--- config.mk ---
export PLATFORM = sky130hd
export DESIGN_NAME = hkv_controller
export DESIGN_NICKNAME = d
export VERILOG_FILES = /design/src/hdl/hkv_pkg.sv /design/src/hdl/hkv_controller.sv
export SDC_FILE = /design/constraint.sdc
export NUM_CORES = 1
export LEC_CHECK = 0
export BUFFER_PORTS_ARGS = -buffer_cell sky130_fd_sc_hd__buf_4
export CAP_MARGIN = 20
export CORE_MARGIN = 5
export CORE_UTILIZATION = 25
export CTS_CLUSTER_DIAMETER = 50
export DETAILED_ROUTE_END_ITERATION = 6
export MAX_ROUTING_LAYER = met4
export RECOVER_POWER = 100
export SLEW_MARGIN = 20
export SYNTH_ARGS = -nofsm -noshare
export SYNTH_HDL_FRONTEND = slang
export SYNTH_SLANG_ARGS = --single-unit
--- constraint.sdc ---
create_clock -name clk -period 2.2 [get_ports clk]
set_clock_uncertainty 0.15 [all_clocks]
set_input_delay 0.44 -clock clk [delete_from_list [all_inputs] [get_ports clk]]
set_output_delay 0.44 -clock clk [all_outputs]
set_load 0.02 [all_outputs]
--- src/hdl/hkv_pkg.sv ---
// Shared constants, codes and control types for the hash key-value table.
`timescale 1ns / 1ps

package hkv_pkg;

  localparam int NUM_BUCKETS = 256;
  localparam int WAYS = 8;
  localparam int TOTAL_SLOTS = NUM_BUCKETS * WAYS;
  localparam int BUCKET_W = (NUM_BUCKETS > 1) ? $clog2(NUM_BUCKETS) : 1;
  localparam int WAY_W = (WAYS > 1) ? $clog2(WAYS) : 1;
  localparam int SLOT_W = (TOTAL_SLOTS > 1) ? $clog2(TOTAL_SLOTS) : 1;

  localparam logic [31:0] DJB_START = 32'd5381;

  localparam logic CFG_KEY_MODE = 1'b0;
  localparam logic CFG_KEY_BYTES = 1'b1;

  typedef enum logic [1:0] {
    REQ_INSERT = 2'd0,
    REQ_LOOKUP = 2'd1,
    REQ_REMOVE = 2'd2,
    REQ_CLEAR  = 2'd3
  } req_t;

  typedef enum logic [2:0] {
    ST_INSERTED  = 3'd0,
    ST_UPDATED   = 3'd1,
    ST_FULL      = 3'd2,
    ST_FOUND     = 3'd3,
    ST_NOT_FOUND = 3'd4,
    ST_REMOVED   = 3'd5,
    ST_CLEARED   = 3'd6
  } status_t;

  typedef enum logic [3:0] {
    S_INIT,
    S_IDLE,
    S_HASH,
    S_BUCKET,
    S_ROW,
    S_RD,
    S_CMP,
    S_ACT,
    S_CLR
  } state_t;

  typedef struct packed {
    logic load;
    logic hash_step;
    logic calc_bucket;
    logic read_row;
    logic read_way;
    logic cmp_way;
    logic next_way;
    logic clear_step;
    logic act;
  } ctl_cmd_t;

  typedef struct packed {
    logic djb_mode;
    logic hash_last;
    logic match;
    logic last_way;
    logic clear_last;
    logic out_busy;
  } dp_stat_t;

endpackage

--- src/hdl/hkv_controller.sv ---
// Controller state machine that sequences hashing, bucket scan, commit and clearing.
`timescale 1ns / 1ps

module hkv_controller (
  input  logic               clk,
  input  logic               rst,
  input  logic               in_valid,
  input  logic [1:0]         req_type,
  input  hkv_pkg::dp_stat_t  stat,
  output logic               in_stall,
  output hkv_pkg::ctl_cmd_t  cmd
);

  hkv_pkg::state_t state;
  hkv_pkg::state_t state_next;

  always_ff @(posedge clk) begin
    if (rst) begin
      state <= hkv_pkg::S_INIT;
    end else begin
      state <= state_next;
    end
  end

  always_comb begin
    state_next = state;
    cmd = '0;
    in_stall = 1'b1;
    unique case (state)
      hkv_pkg::S_INIT: begin
        cmd.clear_step = 1'b1;
        if (stat.clear_last) begin
          state_next = hkv_pkg::S_IDLE;
        end
      end
      hkv_pkg::S_IDLE: begin
        in_stall = 1'b0;
        if (in_valid) begin
          cmd.load = 1'b1;
          if (req_type == hkv_pkg::REQ_CLEAR) begin
            state_next = hkv_pkg::S_CLR;
          end else if (stat.djb_mode) begin
            state_next = hkv_pkg::S_HASH;
          end else begin
            state_next = hkv_pkg::S_BUCKET;
          end
        end
      end
      hkv_pkg::S_HASH: begin
        cmd.hash_step = 1'b1;
        if (stat.hash_last) begin
          state_next = hkv_pkg::S_BUCKET;
        end
      end
      hkv_pkg::S_BUCKET: begin
        cmd.calc_bucket = 1'b1;
        state_next = hkv_pkg::S_ROW;
      end
      hkv_pkg::S_ROW: begin
        cmd.read_row = 1'b1;
        state_next = hkv_pkg::S_RD;
      end
      hkv_pkg::S_RD: begin
        cmd.read_way = 1'b1;
        state_next = hkv_pkg::S_CMP;
      end
      hkv_pkg::S_CMP: begin
        cmd.cmp_way = 1'b1;
        if (stat.match || stat.last_way) begin
          state_next = hkv_pkg::S_ACT;
        end else begin
          cmd.next_way = 1'b1;
          state_next = hkv_pkg::S_RD;
        end
      end
      hkv_pkg::S_ACT: begin
        if (!stat.out_busy) begin
          cmd.act = 1'b1;
          state_next = hkv_pkg::S_IDLE;
        end
      end
      hkv_pkg::S_CLR: begin
        cmd.clear_step = 1'b1;
        if (stat.clear_last) begin
          state_next = hkv_pkg::S_ACT;
        end
      end
      default: begin
        state_next = hkv_pkg::S_INIT;
      end
    endcase
  end

endmodule

==> results of run 1 <==
[report_power, final]
group          total, mW  switching (mW)  internal, mW
Combinational      0.337           0.199         0.138
Sequential         0.116          0.0249        0.0911
Clock             0.0915          0.0304        0.0611
Total              0.544           0.254         0.290
[layout make-up]
cell class / instances / area share
multi-input cells: 44 / 0.481
repair buffers: 23 / 0.263
flip-flops and latches: 4 / 0.146
clock buffers: 3 / 0.0404
well taps: 16 / 0.0360
inverters: 5 / 0.0337
[final timing paths]
kind | to | slack, ns
worst max-delay path | cmd[8] | 0.14
worst min-delay path | state[2]$_SDFFE_PP0P_ | 0.28
worst max register to register | state[3]$_SDFFE_PP0P_ | 0.32
worst min register to register | state[2]$_SDFFE_PP0P_ | 0.52
[metrics by stage]
step                      total power, mW  setup slack [ns]  hold WS [ns]  utilization  instance area [sq um]
final                               0.544             0.144         0.285        0.365                    557
after floorplan                     0.366             0.322         0.405            -                    403
after detailed placement            0.488             0.341         0.495        0.378                    577
after CTS                           0.584            0.0750         0.289        0.393                    599
after global placement              0.487             0.383         0.505        0.378                    577
after global routing                0.594            0.0413         0.292        0.365                    557
[logic make-up after synthesis]
| group | synth area share |
|---|---|
| AO/OA/AOI/OAI | 0.311 |
| flip-flops | 0.199 |
| buffers and inverters | 0.0931 |
| AND/OR/NAND/NOR | 0.370 |
| multiplexers | 0.0279 |
[per-layer routing]
layer / GRT usage / up-vias
met2: 0.155 / 18
li1: - / 253
met5: - / -
met4: 0.0786 / 0
met3: 0.0237 / 2
met1: 0.121 / 220
[timing repair]
item	in CTS	in global routing
endpoints found under the setup margin	0	1
endpoints found under the hold margin	0	0
hold buffers	0	0
gates resized for setup	0	1
[critical path, delay by kind of cell, from the launching register on]
| kind | cells | cell delay (ns) |
|---|---|---|
| buffers and inverters | 2 | 0.35 |
| and+or+nand+nor | 2 | 0.51 |
| DFF | 1 | 0.36 |
[cell usage in the layout (no fill, tap or decap), types with 2 or more instances in the layout]
cell                         n
sky130_fd_sc_hd__inv_1       4
sky130_fd_sc_hd__nor2_1      8
sky130_fd_sc_hd__buf_4      15
sky130_fd_sc_hd__dfxtp_1     3
sky130_fd_sc_hd__clkbuf_1    5
sky130_fd_sc_hd__nand2_1     5
sky130_fd_sc_hd__nor4_1      2
sky130_fd_sc_hd__nand2b_1    3
sky130_fd_sc_hd__nor3b_1     2
sky130_fd_sc_hd__a211oi_1    2
sky130_fd_sc_hd__o2bb2ai_1   2
sky130_fd_sc_hd__a21oi_1     2
sky130_fd_sc_hd__clkbuf_4    3
sky130_fd_sc_hd__clkbuf_2    3
sky130_fd_sc_hd__nor3_1      4
sky130_fd_sc_hd__or3_1       3
==> results.sh, run 1 <==
export IMPL_yosysSeqAreaShare=0.199
export IMPL_die_width_microns=50.1
export IMPL_criticalPathCategory="reg2out"
export IMPL_io_buffers=20
export IMPL_hold_class="in2reg"
export IMPL_clock_slew_seen_by_the_registers_of_the_worst_setup_and_hold_paths_ns=0.04
export IMPL_netlist_top_cells_count="sky130_fd_sc_hd__nor2_1, sky130_fd_sc_hd__nand2_1, sky130_fd_sc_hd__dfxtp_1, sky130_fd_sc_hd__inv_1, sky130_fd_sc_hd__nor3_1"
export IMPL_met2_wirelength_microns=547
export IMPL_synth_fp_nets=68
export IMPL_syn_instance_count=57
export IMPL_regs_by_ff_count="state: 4 flops"
export IMPL_overflow=0
export IMPL_synth_largest_type_area_fraction=0.199
export IMPL_mappedNetlistArea_sq_um=403
export IMPL_setup_violations_final=0
export IMPL_timing_worst_slew_pin_value_ns=0.324
export IMPL_period_share=0.934
export IMPL_cp_cell_sequence="buf_4, or3_1, nor2_1, clkbuf_2"
export IMPL_arrival_ns=1.47
export IMPL_met1Wirelength_microns=551
export IMPL_syn2layout_area_growth_pct=38.2
export IMPL_number_of_distinct_standard_cells_referenced_by_the_synthesized_netlist=27
export IMPL_ctsHtreeMaxLevel=1
export IMPL_number_of_buffers_added_by_the_clock_tree_synthesis_step=3
export IMPL_numClockSinks=4
export IMPL_core_rowCount=14
export IMPL_fill_cells=172
export IMPL_run_status="completed"
export IMPL_synth_most_common_cell="sky130_fd_sc_hd__nor2_1"
export IMPL_gp_congestion=0.828
export IMPL_end_kind="primary output"
export IMPL_power_ir_vdd_worst_v=0.000561
export IMPL_timing_critical_path_fanout_max=7
export IMPL_met3_length_microns=76
export IMPL_seqCellArea_sq_um=81.3
export IMPL_unrepaired_setup_endpoints_after_global_routing="false"
export IMPL_regMostFlops="state"
export IMPL_critical_path_required_ns=1.61
export IMPL_diodes=0
export IMPL_cts_buffer_depth=2
export IMPL_detail_route_wirelength_mm=1.20
export IMPL_holdCritStartpoint="rst"
export IMPL_buffer_cell_driving_the_clock_tree_root="sky130_fd_sc_hd__clkbuf_4"
export IMPL_design_portCount=21
export IMPL_synth_ff_latch_count=4
export IMPL_multi_input_area_sq_um=268
export IMPL_cell_accounting_for_the_most_synthesized_area="sky130_fd_sc_hd__dfxtp_1"
export IMPL_drive_above_1_share=0.329
export IMPL_slew_viol_final=0
export IMPL_wl_per_cell_microns=12.6
export IMPL_detail_route_iter0_violations=10
export IMPL_chipHeight_microns=50.1
export IMPL_dp_hpwl_microns=947
export IMPL_cts_tree="yes"
export IMPL_critPathLaunch="state[1]$_SDFFE_PP0P_"
export IMPL_core_area_sq_um=1520
export IMPL_max_cap_violations=0
export IMPL_max_clock_freq_mhz=486
export IMPL_slowest_stage="sky130_fd_sc_hd__or3_1"
export IMPL_grt_start_max_net_pins=14
export IMPL_postSynth_topFlopCell="sky130_fd_sc_hd__dfxtp_1"
export IMPL_leakagePower_nw=0.234
export IMPL_period_minus_slack_ns=2.06
export IMPL_final_cell_count_no_fill=95
export IMPL_maxSlewHeadroom=0.782
export IMPL_setup_tns_final_ns=0
export IMPL_initial_core_util=0.264
export IMPL_dr_max_layer_used="met4"
export IMPL_grt_first_pass_wirelength_mm=2.00
export IMPL_powerDensity_nw_per_um2=977
export IMPL_cts_post_setup_buffers_inserted=0
export IMPL_synth_area_top_cells="sky130_fd_sc_hd__dfxtp_1, sky130_fd_sc_hd__nor2_1, sky130_fd_sc_hd__nor3_1"
export IMPL_track_usage=0.105
export IMPL_worst_setup_path_start_kind="flop"
export IMPL_design_die_area_sq_um=2510
export IMPL_drtAntennaViolNets=0
export IMPL_vias_in_the_first_global_route=489
export IMPL_drt_pass1_iterations=2
export IMPL_worstHoldPathCells=2
export IMPL_postSynth_asyncResetShare=0
export IMPL_layout_nets=92
export IMPL_regToRegStartpoint="state[0]$_SDFFE_PP0P_"
export IMPL_route_detailed_vias_per_inst=5.19
export IMPL_timing_reg2reg_worst_path_depth=5
export IMPL_synth_avg_cell_area_sq_um=7.07
export IMPL_yosysWarnings=0
export IMPL_via_count=493
export IMPL_remaining_drc_errors=0
export IMPL_critical_path_max_stage_delay_ns=0.40
export IMPL_largest_register_ffs=4
export IMPL_place_detailed_instances=92
export IMPL_grt_antenna_before_repair=0
export IMPL_synth_edff_count=0
export IMPL_insertion_delay_ns=0.23
export IMPL_final_hold_violation_count=0
No activity file was read; power rests on OpenSTA's default activity.
==> run 2, diff against run 1 <==
- CORE_MARGIN: 5 -> 2
==> run 2 against run 1 <==
Effect of this change:
- flip-flop and latch count stayed put
- sequential share of layout area is essentially flat
- power shrank 3.2%
- final area decreased by 1.6%
- highest routed layer is now met3
==> results.sh, run 2 (synthesis results as in run 1) <==
export IMPL_die_width_microns=44.1
export IMPL_period_minus_slack_ns=2.07
export IMPL_final_hold_violation_count=0
export IMPL_internal_power_uw=276
export IMPL_netSwitchingPower_uw=251
export IMPL_power_share_combinational=0.589
export IMPL_share_clk_of_total_power=0.166
export IMPL_clock_slew_seen_by_the_registers_of_the_worst_setup_and_hold_paths_ns=0.04
export IMPL_drt_pass1_iterations=3
export IMPL_track_usage=0.131
export IMPL_insertion_delay_ns=0.23
export IMPL_buffer_cell_driving_the_clock_tree_root="sky130_fd_sc_hd__clkbuf_4"
export IMPL_timing_critical_path_fanout_max=12
export IMPL_layout_cells_most_common="sky130_fd_sc_hd__buf_4"
export IMPL_setup_violations_final=0
export IMPL_syn2layout_area_growth_pct=36.0
export IMPL_route_detailed_vias_per_inst=5.11
export IMPL_numClockSinks=4
export IMPL_cts_buffer_depth=2
export IMPL_grt_start_max_net_pins=14
export IMPL_post_cts_resize_count=0
export IMPL_detail_route_iter0_violations=13
export IMPL_via_count=480
export IMPL_period_share=0.943
export IMPL_wl_per_cell_microns=11.9
export IMPL_place_detailed_instances=91
export IMPL_regMostFlops="state"
export IMPL_cts_tree="yes"
export IMPL_number_of_buffers_added_by_the_clock_tree_synthesis_step=3
export IMPL_setup_tns_final_ns=0
export IMPL_placed_area_sq_um=569
export IMPL_ctsHtreeMaxLevel=1
export IMPL_fill_cells=178
export IMPL_grt_first_pass_wirelength_mm=1.95
export IMPL_cp_cell_sequence="nand2b_1, nor4_1, clkbuf_2"
export IMPL_vias_in_the_first_global_route=471
export IMPL_slowest_stage="sky130_fd_sc_hd__dfxtp_1"
export IMPL_power_switching_fraction=0.476
export IMPL_maxSlewHeadroom=0.709
export IMPL_layout_nets=91
export IMPL_criticalPathCategory="reg2out"
export IMPL_drtAntennaViolNets=0
export IMPL_chipHeight_microns=44.1
export IMPL_initial_core_util=0.267
export IMPL_core_area_sq_um=1510
export IMPL_overflow=0
export IMPL_arrival_ns=1.48
export IMPL_regs_by_ff_count="state: 4 flops"
export IMPL_cts_hold_buffers=0
export IMPL_final_core_utilization=0.364
export IMPL_flop_pwr_share=0.245
export IMPL_timing_worst_slew_pin_value_ns=0.436
export IMPL_detail_route_wirelength_mm=1.12
export IMPL_fin_worst_hold_slack_ns=0.307
export IMPL_core_rowCount=14
export IMPL_run_status="completed"
export IMPL_io_buffers=20
export IMPL_most_common_layout_cells="sky130_fd_sc_hd__buf_4, sky130_fd_sc_hd__nor2_1, sky130_fd_sc_hd__clkbuf_2, sky130_fd_sc_hd__nand2_1"
export IMPL_remaining_drc_errors=0
export IMPL_powerDensity_nw_per_um2=961
export IMPL_leakagePower_nw=0.236
export IMPL_gp_congestion=0.809
export IMPL_summed_area_of_non_filler_cells_in_the_final_layout_sq_um=548
export IMPL_slew_viol_final=0
export IMPL_final_cell_count_no_fill=94
export IMPL_unrepaired_setup_endpoints_after_global_routing="false"
export IMPL_design_die_area_sq_um=1950
export IMPL_design_portCount=21
export IMPL_critical_path_max_stage_delay_ns=0.55
export IMPL_power_ir_vdd_worst_v=0.000472
export IMPL_worst_setup_path_start_kind="flop"
export IMPL_end_kind="primary output"
export IMPL_critical_path_required_ns=1.61
export IMPL_largest_register_ffs=4
export IMPL_drive_above_1_share=0.333
export IMPL_max_cap_violations=0
export IMPL_max_clock_freq_mhz=482
export IMPL_cts_post_setup_buffers_inserted=0
export IMPL_dp_hpwl_microns=877
export IMPL_grt_antenna_before_repair=0
export IMPL_hold_class="in2reg"
export IMPL_diodes=0
## run 2: worst max-delay path: cells and delay by family (launching register included)
family                 cells  cell delay [ns]
flip-flops                 1             0.55
AND/OR/NAND/NOR            2             0.48
buffers and inverters      1             0.21
## run 2: power groups by stage
| stage | sequential (mW) | clock, mW | combinational, mW |
|---|---|---|---|
| finish | 0.129 | 0.0875 | 0.310 |
| global route | 0.133 | 0.0938 | 0.345 |
| CTS | 0.129 | 0.0923 | 0.355 |
| detailed placement | 0.131 | 0 | 0.353 |
| global placement | 0.131 | 0 | 0.350 |
| floorplan | 0.103 | 0 | 0.262 |
## run 2: metrics by stage
step	setup slack [ns]	power, mW
2_1_floorplan	0.322	0.366
3_3_place_gp	0.393	0.481
3_5_place_dp	0.386	0.484
4_1_cts	0.132	0.577
5_1_grt	0.0283	0.572
6_report	0.126	0.527
## run 2: cell type report
cell class                 count  area [sq um]  share of cell area
multi-input combinational     44           268               0.489
timing repair buffer          22           139               0.253
sequential                     4          80.1               0.146
clock buffer                   3          22.5              0.0411
tap                           16          20.0              0.0365
inverter                       5          18.8              0.0342
## run 2: path summary, 6_finish.rpt
check	from	end	slack, ns	cells after the start
worst max-delay path	state[1]$_SDFFE_PP0P_	cmd[2]	0.13	3
worst min-delay path	rst	state[2]$_SDFFE_PP0P_	0.31	2
worst max register to register	state[1]$_SDFFE_PP0P_	state[3]$_SDFFE_PP0P_	0.27	4
worst min register to register	state[0]$_SDFFE_PP0P_	state[0]$_SDFFE_PP0P_	0.42	1
## run 2: routing by layer
metal  up-vias  part of all wire  global-route usage
li1        248                 -                   -
met1       220              0.47               0.175
met2        12              0.48               0.206
met3         0             0.043              0.0163
met4         0                 0              0.0364
met5         -                 0                   -
